==> src/sv/ffa_pkg.sv <==
// Package: constants, types and helpers shared by the flocking force accumulator
`timescale 1ns / 1ps
`default_nettype none
package ffa_pkg;

   localparam int FRAC_BITS     = 16;
   localparam int MAX_NEIGHBORS = 256;
   localparam int CNT_W         = $clog2(MAX_NEIGHBORS + 1);
   localparam int VAL_W         = 32;
   localparam int RAD_W         = 31;
   localparam int SUM_W         = 48;
   localparam int DIFF_W        = VAL_W + 1;
   localparam int WIDE_W        = 66;
   localparam int AXES          = 3;
   localparam int FORCES        = 9;
   localparam int CSR_IDX_W     = 2;
   localparam int DIV_NUM_W     = 64;
   localparam int DIV_DEN_W     = 32;
   localparam int DIV_CNT_W     = $clog2(DIV_NUM_W);
   localparam int SQRT_IN_W     = 64;
   localparam int SQRT_OUT_W    = SQRT_IN_W / 2;
   localparam int SQRT_CNT_W    = $clog2(SQRT_OUT_W);
   localparam int QUEUE_DEPTH   = 2;
   localparam int QPTR_W        = $clog2(QUEUE_DEPTH);
   localparam int QCNT_W        = $clog2(QUEUE_DEPTH + 1);

   localparam logic [RAD_W-1:0] SEP_RAD_RESET   = 31'd327680;
   localparam logic [RAD_W-1:0] ALI_RAD_RESET   = 31'd655360;
   localparam logic [RAD_W-1:0] COH_RAD_RESET   = 31'd655360;
   localparam logic [RAD_W-1:0] MAX_SPEED_RESET = 31'd655360;

   localparam logic [SUM_W-1:0] NORM_HI = SUM_W'(64'd1 << 30);
   localparam logic [SUM_W-1:0] NORM_LO = SUM_W'(64'd1 << 29);

   typedef enum logic [CSR_IDX_W-1:0] {
      CSR_SEP_RAD   = 2'd0,
      CSR_ALI_RAD   = 2'd1,
      CSR_COH_RAD   = 2'd2,
      CSR_MAX_SPEED = 2'd3
   } csr_idx_type;

   typedef enum logic [1:0] {
      GRP_SEP = 2'd0,
      GRP_ALI = 2'd1,
      GRP_COH = 2'd2
   } grp_type;

   typedef struct packed {
      logic [RAD_W-1:0] sep_rad;
      logic [RAD_W-1:0] ali_rad;
      logic [RAD_W-1:0] coh_rad;
      logic [RAD_W-1:0] max_speed;
   } cfg_type;

   typedef struct packed {
      logic                       is_neighbor;
      logic                       last;
      logic [AXES-1:0][VAL_W-1:0] pos;
      logic [AXES-1:0][VAL_W-1:0] vel;
   } item_type;

   typedef struct packed {
      logic     valid;
      item_type item;
   } q_head_type;

   typedef struct packed {
      logic                 start;
      logic [DIV_NUM_W-1:0] num;
      logic [DIV_DEN_W-1:0] den;
   } div_req_type;

   typedef struct packed {
      logic                 done;
      logic [DIV_NUM_W-1:0] quo;
   } div_rsp_type;

   typedef struct packed {
      logic                 start;
      logic [SQRT_IN_W-1:0] n;
   } sqrt_req_type;

   typedef struct packed {
      logic                  done;
      logic [SQRT_OUT_W-1:0] root;
   } sqrt_rsp_type;

   typedef logic [FORCES-1:0][VAL_W-1:0] result_type;

   typedef enum logic [4:0] {
      ST_IDLE,
      ST_SQ_MUL,
      ST_SQ_ACC,
      ST_DIST,
      ST_DIST_WAIT,
      ST_CLASSIFY,
      ST_U_DIV,
      ST_U_WAIT,
      ST_T_DIV,
      ST_T_WAIT,
      ST_CHECK_LAST,
      ST_GROUP,
      ST_C_DIV,
      ST_C_WAIT,
      ST_ABS,
      ST_NORM,
      ST_M_MUL,
      ST_M_ACC,
      ST_MAG,
      ST_MAG_WAIT,
      ST_S_MUL,
      ST_S_DIV,
      ST_S_WAIT,
      ST_EMIT
   } back_state_type;

   function automatic logic [VAL_W-1:0] sat_val(input logic signed [WIDE_W-1:0] v);
      logic signed [WIDE_W-1:0] hi;
      logic signed [WIDE_W-1:0] lo;
      hi = WIDE_W'(64'sd2147483647);
      lo = -WIDE_W'(64'sd2147483648);
      if (v > hi) return 32'h7fff_ffff;
      else if (v < lo) return 32'h8000_0000;
      else return v[VAL_W-1:0];
   endfunction

endpackage
`default_nettype wire

==> src/sv/ffa_sqrt.sv <==
// Iterative integer square root, one result bit per cycle
`timescale 1ns / 1ps
`default_nettype none
module ffa_sqrt import ffa_pkg::*; (
   input  wire          clock,
   input  wire          reset,
   input  sqrt_req_type sqrt_req,
   output sqrt_rsp_type sqrt_rsp
);

   logic                  busy_ff, busy_in;
   logic                  done_ff, done_in;
   logic [SQRT_CNT_W-1:0] cnt_ff, cnt_in;
   logic [SQRT_IN_W-1:0]  n_ff, n_in;
   logic [SQRT_IN_W-1:0]  res_ff, res_in;
   logic [SQRT_IN_W-1:0]  bit_ff, bit_in;
   logic [SQRT_IN_W-1:0]  trial;

   assign trial = res_ff + bit_ff;

   always_comb begin
      busy_in = busy_ff;
      done_in = 1'b0;
      cnt_in  = cnt_ff;
      n_in    = n_ff;
      res_in  = res_ff;
      bit_in  = bit_ff;
      if (sqrt_req.start) begin
         busy_in = 1'b1;
         cnt_in  = '0;
         n_in    = sqrt_req.n;
         res_in  = '0;
         bit_in  = SQRT_IN_W'(1) << (SQRT_IN_W - 2);
      end else if (busy_ff) begin
         if (n_ff >= trial) begin
            n_in   = n_ff - trial;
            res_in = (res_ff >> 1) + bit_ff;
         end else begin
            res_in = res_ff >> 1;
         end
         bit_in = bit_ff >> 2;
         cnt_in = cnt_ff + 1'b1;
         if (cnt_ff == SQRT_CNT_W'(SQRT_OUT_W - 1)) begin
            busy_in = 1'b0;
            done_in = 1'b1;
         end
      end
   end

   always_ff @(posedge clock) begin
      cnt_ff <= cnt_in;
      n_ff   <= n_in;
      res_ff <= res_in;
      bit_ff <= bit_in;
      if (reset) begin
         busy_ff <= 1'b0;
         done_ff <= 1'b0;
      end else begin
         busy_ff <= busy_in;
         done_ff <= done_in;
      end
   end

   assign sqrt_rsp.done = done_ff;
   assign sqrt_rsp.root = res_ff[SQRT_OUT_W-1:0];

endmodule
`default_nettype wire

==> config.mk <==
export PLATFORM = sky130hd
export DESIGN_NAME = ffa_sqrt
export DESIGN_NICKNAME = d
export VERILOG_FILES = /design/src/sv/ffa_pkg.sv /design/src/sv/ffa_sqrt.sv
export SDC_FILE = /design/constraint.sdc
export NUM_CORES = 1
export LEC_CHECK = 0
export ABC_AREA = 1
export BUFFER_PORTS_ARGS = -buffer_cell sky130_fd_sc_hd__buf_2
export CORE_MARGIN = 8
export CORE_UTILIZATION = 40
export CTS_BUF_LIST = sky130_fd_sc_hd__clkbuf_16
export DETAILED_ROUTE_END_ITERATION = 16
export PLACE_DENSITY_LB_ADDON = 0.25
export SLEW_MARGIN = 10
export SYNTH_ARGS = -nofsm -noshare
export SYNTH_HDL_FRONTEND = slang
export SYNTH_SLANG_ARGS = --single-unit
==> constraint.sdc <==
create_clock -name clock -period 13.1 [get_ports clock]
set_input_delay 0.655 -clock clock [delete_from_list [all_inputs] [get_ports clock]]
set_output_delay 0.655 -clock clock [all_outputs]
set_load 0.01 [all_outputs]
**Word-level counts from Yosys, hierarchy flattened**

Index checks and enable logic that the tools add are counted.

- Add/sub/neg operators: 4
- Order comparisons: 1
- Equal/unequal tests: 1
- Muxes and demuxes: 8
- Bitwise gates (word level): 1
- Reduce and logical (&&, ||, !) cells: 4

Operators by type and width:

| cell | number |
|---|---|
| $mux 64 | 4 |
| $add 63x63->64 | 1 |
| $add 64x63->64 | 1 |
| $ge 64x64->1 | 1 |
| $sub 64x64->64 | 1 |
| $add 5x1->5 const B | 1 |
| $eq 5x5->1 const B | 1 |
| $mux 1 | 4 |
| $reduce_bool 2->1 | 2 |
| $reduce_or 3->1 | 1 |
| $reduce_and 2->1 | 1 |
| $not 1->1 | 1 |

- Register bits: 167

**Depth between registers and ports, before layout**

Gate-level depths: netlist of run 1.

- Depth in word-level cells: 5
- Mapped depth: 31

**Least setup slack after synthesis of run 1**

OpenSTA, ideal clock, no wires.

- Kind: reg-to-reg
- Start: register bit_ff[10]
- End: register n_ff[0] (enable)
- Data arrival time: 4537 ps
- Slack: 8139 ps
- Stages on the path, launching flop included: 25
- Buffers on the path: 1
- Path through: dfxtp_1 ha_1 nand2_1 o21ai_1 inv_1 o211ai_1 nand2_1 nand3_1 nand2_1 nand2_1 nand3_1 nand3b_1 nand2_1 ha_1 nand2_1 nor2_1 inv_2 nor2_2 nand2_1 nor3_2 nand2_2 nand2_2 nand2_2 buf_2 nand2_1

- Word-level cells in the longest chain between the ends: 4

RTL lines:

| item | RTL line | source |
|---|---|---|
| start, declared | ffa_sqrt.sv:16 | `logic [SQRT_IN_W-1:0] bit_ff, bit_in;` |
| start signal, assigned | ffa_sqrt.sv:54 | `bit_ff <= bit_in;` |
| $add 64x63->64 | ffa_sqrt.sv:19 | `assign trial = res_ff + bit_ff;` |
| $ge 64x64->1 | ffa_sqrt.sv:35 | `if (n_ff >= trial) begin` |
| $reduce_bool 2->1 (no line) | -- |  |
| $reduce_and 2->1 (no line) | -- |  |
| end signal, assigned | ffa_sqrt.sv:52 | `n_ff <= n_in;` |
| end, declared | ffa_sqrt.sv:14 | `logic [SQRT_IN_W-1:0] n_ff, n_in;` |

Every way passes these cells.
A chain may end at the register's enable or synchronous reset.

**Final worst setup path of run 1**

- Start: register res_ff[8]
- End: register n_ff[9] (enable)

- Word-level cells in the longest chain between the ends: 4

RTL lines:

| item | RTL line | source |
|---|---|---|
| start, declared | ffa_sqrt.sv:15 | `logic [SQRT_IN_W-1:0] res_ff, res_in;` |
| start signal, assigned | ffa_sqrt.sv:53 | `res_ff <= res_in;` |
| $add 64x63->64 | ffa_sqrt.sv:19 |  |
| $ge 64x64->1 | ffa_sqrt.sv:35 |  |
| $reduce_bool 2->1 (no line) | -- |  |
| $reduce_and 2->1 (no line) | -- |  |

Every way passes these cells.

==> metrics.md, run 1 <==
| Metric | Value |
|---|---|
| Status | finished, final reports clean |
| Critical Path Source Type | flip-flop |
| Max-capacitance violation count | 0 |
| Hold Crit Class | in -> reg |
| Max_slew headroom | roughly 29% |
| 1st-iter DRT viols | just over 2000 |
| Top FF cell, synth | dfxtp_1 |
| Critical Path AT | slightly above 6 ns |
| Die Span Y | around 240 microns |
| Critical R2R Launch | res_ff[8] |
| First-pass GRT wire length | 122 mm |
| Met1 global-route usage | a little over a third |
| Cells after Synth | 3604 |
| Clk sinks | between 150 and 200 |
| Post-synthesis sequential area ratio | between 10% and 20% |
| Vias per cell | approximately 5.3 |
| Ant. Diodes | 0 |
| Syn nets | around 3800 |
| Hold Startpoint | reset |
| Starting Density | a little over 40% |
| All-Layer GR Usage | a little over a quarter |
| # H-tree levels | 4 |
| Total wire length | ~80 mm |
| WS Path Type | reg -> reg |
| CTS tree | built |
| Core Region | between 50000 and 60000 sq um |
| Total die area | ~60000 sq um |
| PortBufs | between 90 and 100 |
| Area growth syn-to-layout | 6.74% |
| Final Hold Viols | 0 |
| Req. time, crit path | 13.23 ns |
| Critical Path Source | res_ff[8] |
| Layout cells sized above 1 | 5.35% |
| Top Usage Layer GRT | met2 |
| M2 GR Usage | between 40% and 50% |
| Fillers | around 5800 |
| Setup ws final | 7.02 ns |
| Post-route antenna net violation count | 0 |
| Design Power | around 4.6 mW |
| Io pins | 100 |
| Dpl ws | slightly above 7 ns |
| Leakage power | ~10 nW |
| Min Tclk post-route | 6.08 ns |
| Synth cell types | between 40 and 50 |
| Die Wd | 241 microns |
| # resized after CTS | 0 |
| Setup_tns | 0 ns |
| Clock transition at the registers of the reported paths | approximately 0.08 ns |
| Root Buffer | clkbuf_16 |
| Synth Register Bits | 167 |
| Largest net degree at the start of global routing | 80 |
| Hold_ws | just under 0.3 ns |
| Vias in the first global route | 21700 |
| Setup bufs post-CTS | 0 |
| Hold_buf cts | 0 |
| Final GP Congestion | between 1 and 1.5 |
| P per Cell Area | ~210 nW/um^2 |
| Fmax | ~0.16 GHz |
| HPWL Detailed | approximately 65 mm |
| Post-synth ARST share | 0% |
| DR pass1 iterations | 6 |
| Clk_lat worst skew | between 0.5 and 0.6 ns |
| Post-synth EDFFs | 64 |
| GR Overflow Total | 0 |
| Placed insts | around 4300 |
| NumNets Final | approximately 3800 |
| Post-route DRC | 0 |
| Syn Area/Cell | around 5.6 sq um |
| Num CTS Buffers | 17 |
| Routed len/inst | about 19 microns |
| Final std cells w/o fill | roughly 4300 |
| FP Rows | 82 |
| Pins Over Slew Limit | 0 |
| Final setup vio count | 0 |
| Met3 GRT Util | 2.70% |
| VDD IR-drop max | 122 uV |
| Clock skew | 0.0116 ns |
| Unrepaired setup endpoints after global routing | no |
| Actual slew at the worst max-slew pin | roughly 1.1 ns |
| Fin crit share | between 40% and 50% |
| Worst Setup End Kind | flip-flop |
| Syn. warnings | 0 |
| Antenna violations before repair | 0 |
| Worst-path fanout max | 64 |
| Post-Syn Area | just over 20000 sq um |
| Largest buffer count on any clock path | 2 |
| Vias | 22800 |
logic make-up (layout without fill, tap and decap cells):
kind of cell / Yosys count / in the layout / synth area share [%]
flip-flops: 167 / 167 / 19.6
buffers and inverters: 623 / 644 / 12.6
AND/OR/NAND/NOR: 2117 / 2117 / 42.8
adder cells (fa/ha/maj): 133 / 133 / 8.23
XOR/XNOR: 95 / 95 / 4.10
AO/OA/AOI/OAI: 469 / 469 / 12.7
power by group:
part	leakage, nW	switching (mW)	total [mW]	internal [mW]
clock network	0.298	0.277	0.550	0.274
registers	1.49	0.225	0.977	0.752
logic	8.18	2.05	3.06	1.01
total	9.96	2.55	4.59	2.04
registers in the layout (all words and copies together) (netlist names):
| name | cells |
|---|---|
| n_ff | 64 |
| res_ff | 64 |
| bit_ff | 32 |
| cnt_ff | 5 |
| busy_ff | 1 |
| done_ff | 1 |
worst paths after layout:
kind         cells after the start  slack, ns         to
min                              2       0.30    busy_ff
min reg2reg                      2       0.51  res_ff[0]
max reg2reg                     24       7.02    n_ff[9]
max                             24       7.02    n_ff[9]
layout make-up:
type                            count  area, sq um  share of cell area (%)
Timing Repair Buffer              109          573                    2.64
Sequential cell                   167         3990                    18.4
Tap cell                          672          841                    3.88
Multi-Input combinational cell   2814        13800                    63.6
Clock buffer                       17          425                    1.96
Inverter                          503         1890                    8.71
Clock inverter                     15          183                   0.842
layout by cell type (no fill, tap or decap), drive strengths merged, types with 2 or more instances in the layout:
cell type and n:
nor4 5, nor2 442, dfxtp 103, nand3b 36, edfxtp 64, nand2 1237, a21oi 216, o31ai 4
o21bai 25, buf 109, ha 132, nand3 303, inv 511, o21ai 177, a31oi 12, nor3 45
xor2 50, and3 2, a21o 11, or2 14, clkinv 5, o211ai 7, clkbuf 17, xnor2 45
a211oi 5, o21a 5, nand4 30, and2 3, a21boi 3
per-stage QoR:
step	instance area, sq um	util, %
after floorplan	20300	-
after global placement	21100	42.0
after detailed placement	21100	42.0
after CTS	21700	43.2
after global routing	21700	43.2
final	21700	43.2
cell usage after synthesis (all sizes together), types with 7 or more instances:
library cell	count	area, sq um
or2	14	87.6
nor3	45	230
nand2	1237	4660
edfxtp	64	1920
nor2	442	1680
dfxtp	103	2060
xor2	50	438
o211ai	7	52.6
xnor2	45	394
inv	503	1890
nand3	303	1520
nand4	30	188
o21ai	177	886
buf	77	504
a31oi	12	75.1
nand3b	36	270
clkbuf	43	161
ha	132	1650
o21bai	25	188
a21o	11	82.6
a21oi	216	1130
worst max-delay path, stage by stage (launching register included):
cell      delay [ns]
dfxtp_1         0.60
ha_1            0.31
nand2_1         0.13
o21ai_0         0.17
inv_1           0.07
o21bai_1        0.12
nor2_1          0.09
o21ai_1         0.36
nand2_1         0.12
nand2_1         0.23
nand2_1         0.09
nand2_1         0.09
xor2_1          0.36
ha_1            0.28
nand2_1         0.12
nor2_1          0.16
inv_2           0.06
nor2_2          0.15
nand2_1         0.11
nor3_2          0.13
nand2_2         0.08
nand2_2         0.51
nand2_2         0.42
nand2_2         0.14
buf_4           0.69
metal layers:
metal / vias up / wire length [microns]
li1: 11500 / -
met1: 10300 / 35600
met2: 806 / 35900
met3: 167 / 4560
met4: 0 / 3480
met5: - / 0
No activity file was read; power rests on OpenSTA's default activity.
==> inputs of run 2 (changes only) <==
- clock period: 13.1 -> 5 ns (I/O delays scaled with it)
==> run 2 against run 1 <==
Wire length grew 1.9%; via count is 1.4% higher; worst setup slack worse by 6.7 ns; core utilization increased by 1.1 points; critical endpoint is now n_ff[23]; count of clock-buffer cells in the layout stayed put; sequential power increased by 140%; clock skew increased by 0.0028 ns.
==> metrics.md, run 2 (synthesis results as in run 1) <==
| Metric | Value |
|---|---|
| Internal power | 5.53 mW (was 2.04 mW) |
| CP Buf/Inv Count | 1 (was 3) |
| Sw frac | 55.1% (was 55.6%) |
| Worst-path fanout max | 64 (unchanged) |
| Biggest regs | n_ff x64, res_ff x64, bit_ff x32 (unchanged) |
| Clock transition at the registers of the reported paths | 0.08 ns (about the same) |
| GR Overflow Total | 0 (unchanged) |
| Ant. Diodes | 0 (unchanged) |
| Slowest-stage cell, CP | ha_1 (was buf_4) |
| Post-route DRC | 0 (unchanged) |
| Final Hold Viols | 0 (unchanged) |
| Critical path depth in cells | 22 (was 24) |
| Io pins | 100 (unchanged) |
| Min Tclk post-route | 4.70 ns (was 6.08 ns) |
| Unrepaired setup endpoints after global routing | no (unchanged) |
| DR pass1 iterations | 8 (was 6) |
| Max stage delay on crit path | 0.43 ns (was 0.69 ns) |
| Pins Over Slew Limit | 0 (unchanged) |
| Fmax | 0.213 GHz (was 0.164 GHz) |
| First-pass GRT wire length | 125 mm (was 122 mm) |
| Clk sinks | 167 (unchanged) |
| Crit-path most repeated cell | nand2_1 (unchanged) |
| # H-tree levels | 4 (unchanged) |
| Num CTS Buffers | 17 (unchanged) |
| Vias in the first global route | 22200 (was 21700) |
| Total die area | 58300 sq um (unchanged) |
| Worst Setup End Kind | flip-flop (unchanged) |
| All-Layer GR Usage | 27.7% (was 27.2%) |
| Max-capacitance violation count | 0 (unchanged) |
| Family with the most delay on the worst path | simple AND/OR/NAND/NOR gates (unchanged) |
| HPWL Detailed | 66.3 mm (was 65.2 mm) |
| 1st-iter DRT viols | 2039 (was 2035) |
| Sequential power share | 19.4% (was 21.3%) |
| Met1 global-route usage | 37.4% (was 36.0%) |
| Setup_tns | 0 ns (unchanged) |
| Hold_ws | 0.0265 ns (was 0.296 ns) |
| Status | finished, final reports clean (unchanged) |
| Clock skew | 0.0144 ns (was 0.0116 ns) |
| FP Rows | 82 (unchanged) |
| Met3 GRT Util | 3.09% (was 2.70%) |
| Most common cell after layout, fill and taps aside | nand2_1 (unchanged) |
| Fin crit share | 94.1% (was 46.4%) |
| Largest net degree at the start of global routing | 74 (was 80) |
| Root Buffer | clkbuf_16 (unchanged) |
| Vias | 23100 (was 22800) |
| Hold Crit Class | in -> reg (unchanged) |
| Leakage power | 10.3 nW (was 9.96 nW) |
| Largest buffer count on any clock path | 2 (unchanged) |
| Critical Path Source Type | flip-flop (unchanged) |
| Setup bufs post-CTS | 0 (unchanged) |
| Total wire length | 81.1 mm (was 79.6 mm) |
| CTS tree | built (unchanged) |
| Routed len/inst | 18.6 microns (was 18.5 microns) |
| Final setup vio count | 0 (unchanged) |
| Top Usage Layer GRT | met2 (unchanged) |
| Hold path depth | 3 (was 2) |
| Worst r2r path cells | 22 (was 24) |
| Actual slew at the worst max-slew pin | 0.946 ns (was 1.06 ns) |
| Layout cells sized above 1 | 6.59% (was 5.35%) |
| Clk pwr share | 11.5% (was 12.0%) |
| Die Span Y | 241 microns (unchanged) |
| Psw | 6.78 mW (was 2.55 mW) |
| Most frequent cells in the layout | nand2_1 (1228), inv_1 (497), nor2_1 (433) (unchanged) |
| VDD IR-drop max | 516 uV (was 122 uV) |
| Post-route antenna net violation count | 0 (unchanged) |
| PortBufs | 99 (unchanged) |
| Comb pwr share | 69.1% (was 66.7%) |
| NumNets Final | 3875 (was 3812) |
| Max_slew headroom | 37.0% (was 28.7%) |
| M2 GR Usage | 43.5% (was 44.3%) |
| WS Path Type | reg -> reg (unchanged) |
| Core Region | 50200 sq um (unchanged) |
| Starting Density | 40.5% (unchanged) |
| Die Wd | 241 microns (unchanged) |
| Vias per cell | 5.30 (was 5.31) |
| Area growth syn-to-layout | 9.46% (was 6.74%) |
| Antenna violations before repair | 0 (unchanged) |
| Final GP Congestion | 1.02 (was 1.03) |
| Req. time, crit path | 5.15 ns (was 13.23 ns) |
| Clk_lat worst skew | 0.50 ns (was 0.51 ns) |
| P per Cell Area | 553 nW/um^2 (was 211 nW/um^2) |
| Cell chain of the critical path | ha_1 > nand3_1 > nand3_1 > nand2_1 > o21ai_0 > nand2_1 > nand2_1 > nand3_1 > nand2_1 > nand3_1 > nand3_1 > nand2_1 > ha_1 > nand2_1 > nor2_1 > nand2_1 > nor2_1 > a21oi_4 > nand2_2 > nand2_2 > nand2_2 > buf_12 (was ha_1 > nand2_1 > o21ai_0 > inv_1 > o21bai_1 > nor2_1 > o21ai_1 > nand2_1 > nand2_1 > nand2_1 > nand2_1 > xor2_1 > ha_1 > nand2_1 > nor2_1 > inv_2 > nor2_2 > nand2_1 > nor3_2 > nand2_2 > nand2_2 > nand2_2 > nand2_2 > buf_4) |
| Critical Path AT | 4.85 ns (was 6.21 ns) |
[run 2: cell types whose count changed in the layout (fill, tap and decap cells not counted), sizes merged]
cell and delta:
buf +48, dlygate4sd3 +15, clkinv +1, inv -1
[run 2: through the flow]
step	cells	util (%)	power, mW	worst slack, ns	cell area [sq um]
after global routing	4360	44.3	13.3	0.00280	22200
after CTS	4360	44.3	12.1	0.366	22200
after global placement	4313	42.8	10.7	0.359	21500
after detailed placement	4313	42.8	10.7	0.385	21500
final	4360	44.3	12.3	0.297	22200
after floorplan	3604	-	8.20	0.0394	20300
[run 2: worst paths after layout]
kind | start | to | slack [ns]
max | res_ff[2] | n_ff[23] | 0.30
min | sqrt_req[50] | n_ff[50] | 0.03
max reg2reg | res_ff[2] | n_ff[23] | 0.30
min reg2reg | res_ff[0] | res_ff[0] | 0.49
[run 2: layout make-up]
class | instances | area (sq um)
Clock inverter | 15 | 183
Multi-Input combinational cell | 2814 | 13800
Sequential cell | 167 | 3990
Inverter | 503 | 1890
Clock buffer | 17 | 425
Tap cell | 672 | 841
Fill cell | 5642 | 27900
Timing Repair Buffer | 172 | 1120
[run 2: power groups by stage]
stage,combinational [mW],sequential (mW),clock (mW)
finish,8.50,2.39,1.42
detailed placement,8.26,2.39,0
global placement,8.27,2.39,0
global route,9.43,2.42,1.48
CTS,8.33,2.37,1.44
floorplan,5.99,2.21,0
[run 2: timing repair]
action	4_1_cts	5_1_grt
hold buffers	15	0
endpoints found under the setup margin	0	11
hold endpoints to repair	16	0
resized for setup	0	1
[run 2: layer usage]
metal / part of all wire (%) / routed length [microns]
met5: 0 / 0
met4: 5.1 / 4130
met3: 6.4 / 5210
met2: 44 / 35400
met1: 45 / 36400
[run 2: worst register-to-register path: cells and delay by family, from the launching register on]
kind | cells | cell delay [ns]
AOI/OAI and AO/OA | 2 | 0.40
adders and majority gates | 2 | 0.80
buffers and inverters | 1 | 0.29
DFF | 1 | 0.39
and+or+nand+nor | 17 | 2.34
==> inputs of run 3 (changes only) <==
- CORE_ASPECT_RATIO: unset -> 1.25
- clock period: 5 -> 4.05 ns (I/O delays scaled with it)
==> run 3 against run 2 <==
Worst setup slack lost 0.29 ns; hold slack lost 0.0091 ns; clock power grew 20%; sequential power grew 22%; count of clock-buffer cells in the layout is the same; cell count grew 9.2%; die area is essentially flat.
==> metrics.md, run 3 (synthesis results as in run 1) <==
| Metric | Value |
|---|---|
| Io pins | 100 (unchanged) |
| Routed len/inst | 18.7 microns (was 18.6 microns) |
| Design area | 27400 sq um (was 22200 sq um) |
| Critical Path Source Type | flip-flop (unchanged) |
| Req. time, crit path | 4.29 ns (was 5.15 ns) |
| Actual slew at the worst max-slew pin | 1.09 ns (was 0.946 ns) |
| NumNets Final | 4288 (was 3875) |
| Ant. Diodes | 0 (unchanged) |
| Worst Setup End Kind | flip-flop (unchanged) |
| Post-route antenna net violation count | 0 (unchanged) |
| Design Power | 19.0 mW (was 12.3 mW) |
| Fillers | 5125 (was 5642) |
| Min Tclk post-route | 4.04 ns (was 4.70 ns) |
| Num CTS Buffers | 17 (unchanged) |
| Fin crit share | 99.8% (was 94.1%) |
| Largest buffer count on any clock path | 2 (unchanged) |
| Vias | 25200 (was 23100) |
| Leakage power | 12.7 nW (was 10.3 nW) |
| Max-capacitance violation count | 0 (unchanged) |
| Fmax | 0.247 GHz (was 0.213 GHz) |
| Layout cells sized above 1 | 23.9% (was 6.59%) |
| Final setup vio count | 0 (unchanged) |
| Starting Density | 40.4% (was 40.5%) |
| PortBufs | 99 (unchanged) |
| Antenna violations before repair | 0 (unchanged) |
| Status | finished, final reports clean (unchanged) |
| Critical Path AT | 4.29 ns (was 4.85 ns) |
| Hold_ws | 0.0174 ns (was 0.0265 ns) |
| Core Region | 50300 sq um (was 50200 sq um) |
| # H-tree levels | 4 (unchanged) |
| Biggest regs | n_ff x64, res_ff x64, bit_ff x32 (unchanged) |
| Clock transition at the registers of the reported paths | 0.08 ns (about the same) |
| Total wire length | 88.8 mm (was 81.1 mm) |
| Most frequent cells in the layout | nand2_1 (1140), inv_1 (486), buf_4 (418) (was nand2_1 (1228), inv_1 (497), nor2_1 (433)) |
| Clk sinks | 167 (unchanged) |
| Clk_lat worst skew | 0.48 ns (was 0.50 ns) |
| Placed Area | 24200 sq um (was 21500 sq um) |
| Final GP Congestion | 1.01 (was 1.02) |
| VDD IR-drop max | 432 uV (was 516 uV) |
| HPWL Detailed | 70.4 mm (was 66.3 mm) |
| Post-route DRC | 0 (unchanged) |
| DR pass1 iterations | 7 (was 8) |
| Placed insts | 4652 (was 4313) |
| Largest net degree at the start of global routing | 99 (was 74) |
| Hold Crit Class | in -> reg (unchanged) |
| CTS tree | built (unchanged) |
| WS Path Type | reg -> reg (unchanged) |
| Area growth syn-to-layout | 34.9% (was 9.46%) |
| Most common cell after layout, fill and taps aside | nand2_1 (unchanged) |
| All-Layer GR Usage | 28.8% (was 27.7%) |
| First-pass GRT wire length | 130 mm (was 125 mm) |
| Unrepaired setup endpoints after global routing | yes (was no) |
| Root Buffer | clkbuf_16 (unchanged) |
| Vias in the first global route | 24200 (was 22200) |
| GR Overflow Total | 0 (unchanged) |
| Clock skew | 0.0142 ns (was 0.0144 ns) |
| P per Cell Area | 694 nW/um^2 (was 553 nW/um^2) |
| FP Rows | 92 (was 82) |
| Final std cells w/o fill | 4759 (was 4360) |
| Vias per cell | 5.29 (was 5.30) |
| 1st-iter DRT viols | 2009 (was 2039) |
| Die Span Y | 268 microns (was 241 microns) |
| Area occupied by multi-input gates | 15500 sq um (was 13800 sq um) |
| Max_slew headroom | 27.5% (was 37.0%) |
| Setup_tns | 0 ns (unchanged) |
| Worst-path fanout max | 8 (was 64) |
| Die Wd | 218 microns (was 241 microns) |
| Final Hold Viols | 0 (unchanged) |
| FF/Latch Area | 4010 sq um (was 3990 sq um) |
| Total die area | 58300 sq um (about the same) |
| Pins Over Slew Limit | 0 (unchanged) |
run 3: changes by cell type in the layout (fill, tap and decap cells not counted), sizes merged:
| cell | previous run | this run |
|---|---|---|
| clkbuf | 17 | 24 |
| clkinvlp | 1 | 0 |
| dlygate4sd3 | 15 | 29 |
| clkinv | 6 | 7 |
| buf | 157 | 549 |
run 3: path summary, 6_finish.rpt:
kind           endpoint  depth (start not counted)          from  slack (ns)
max            n_ff[63]                         25    bit_ff[10]       0.007
min            n_ff[55]                          3  sqrt_req[55]        0.02
min reg2reg  res_ff[31]                          2    res_ff[31]        0.50
max reg2reg    n_ff[63]                         25    bit_ff[10]       0.007
run 3: final cells by class:
type	instances	area share, %
Clock buffer	17	1.55
Clock inverter	15	0.516
Inverter	503	6.90
Multi-Input combinational cell	2814	56.6
Sequential cell	167	14.6
Tap cell	658	3.00
Timing Repair Buffer	585	16.8
run 3: critical path, cell delays in order (launching register included):
cell       delay (ns)
dfxtp_2          0.34
ha_4             0.29
nand2_4          0.06
o21ai_2          0.19
inv_2            0.08
o211ai_1         0.27
buf_4            0.18
nand2_2          0.04
nand2_2          0.08
nand2_2          0.07
nand2_4          0.13
nand2_2          0.13
nand2_1          0.11
xor2_1           0.18
ha_1             0.29
nand2_2          0.11
nor2_2           0.05
nand2_2          0.12
inv_1            0.08
nand2_2          0.08
nand2_2          0.08
a21oi_4          0.18
nand2_4          0.12
nand2_4          0.12
nand2_8          0.15
clkbuf_16        0.25
run 3: what timing repair did:
action | in CTS | in global routing
hold endpoints to repair | 30 | 0
hold buffers | 29 | 0
pin swaps | 24 | 92
buffers inserted | 13 | 23
gates cloned | 1 | 10
resized for setup | 82 | 404
endpoints found under the setup margin | 154 | 167
run 3: metal layers:
metal	GRT usage [%]	share of wire (%)	vias to the layer above
met5	0	0	-
met4	18.8	6.9	0
met3	2.75	5.3	275
met2	50.0	48	969
met1	33.7	40	11500
li1	-	-	12400
run 3: metrics by stage:
stage | setup slack [ns] | utilization (%)
final | 0.00695 | 54.5
after detailed placement | -0.257 | 48.1
after CTS | 0.000503 | 50.8
after floorplan | 0.0468 | -
after global placement | -0.287 | 48.1
after global routing | -0.142 | 54.5
run 3: where the power goes:
| part | internal (mW) | total [mW] | switching, mW |
|---|---|---|---|
| combinational | 6.21 | 14.4 | 8.21 |
| sequential | 2.44 | 2.91 | 0.471 |
| clock | 0.860 | 1.71 | 0.845 |
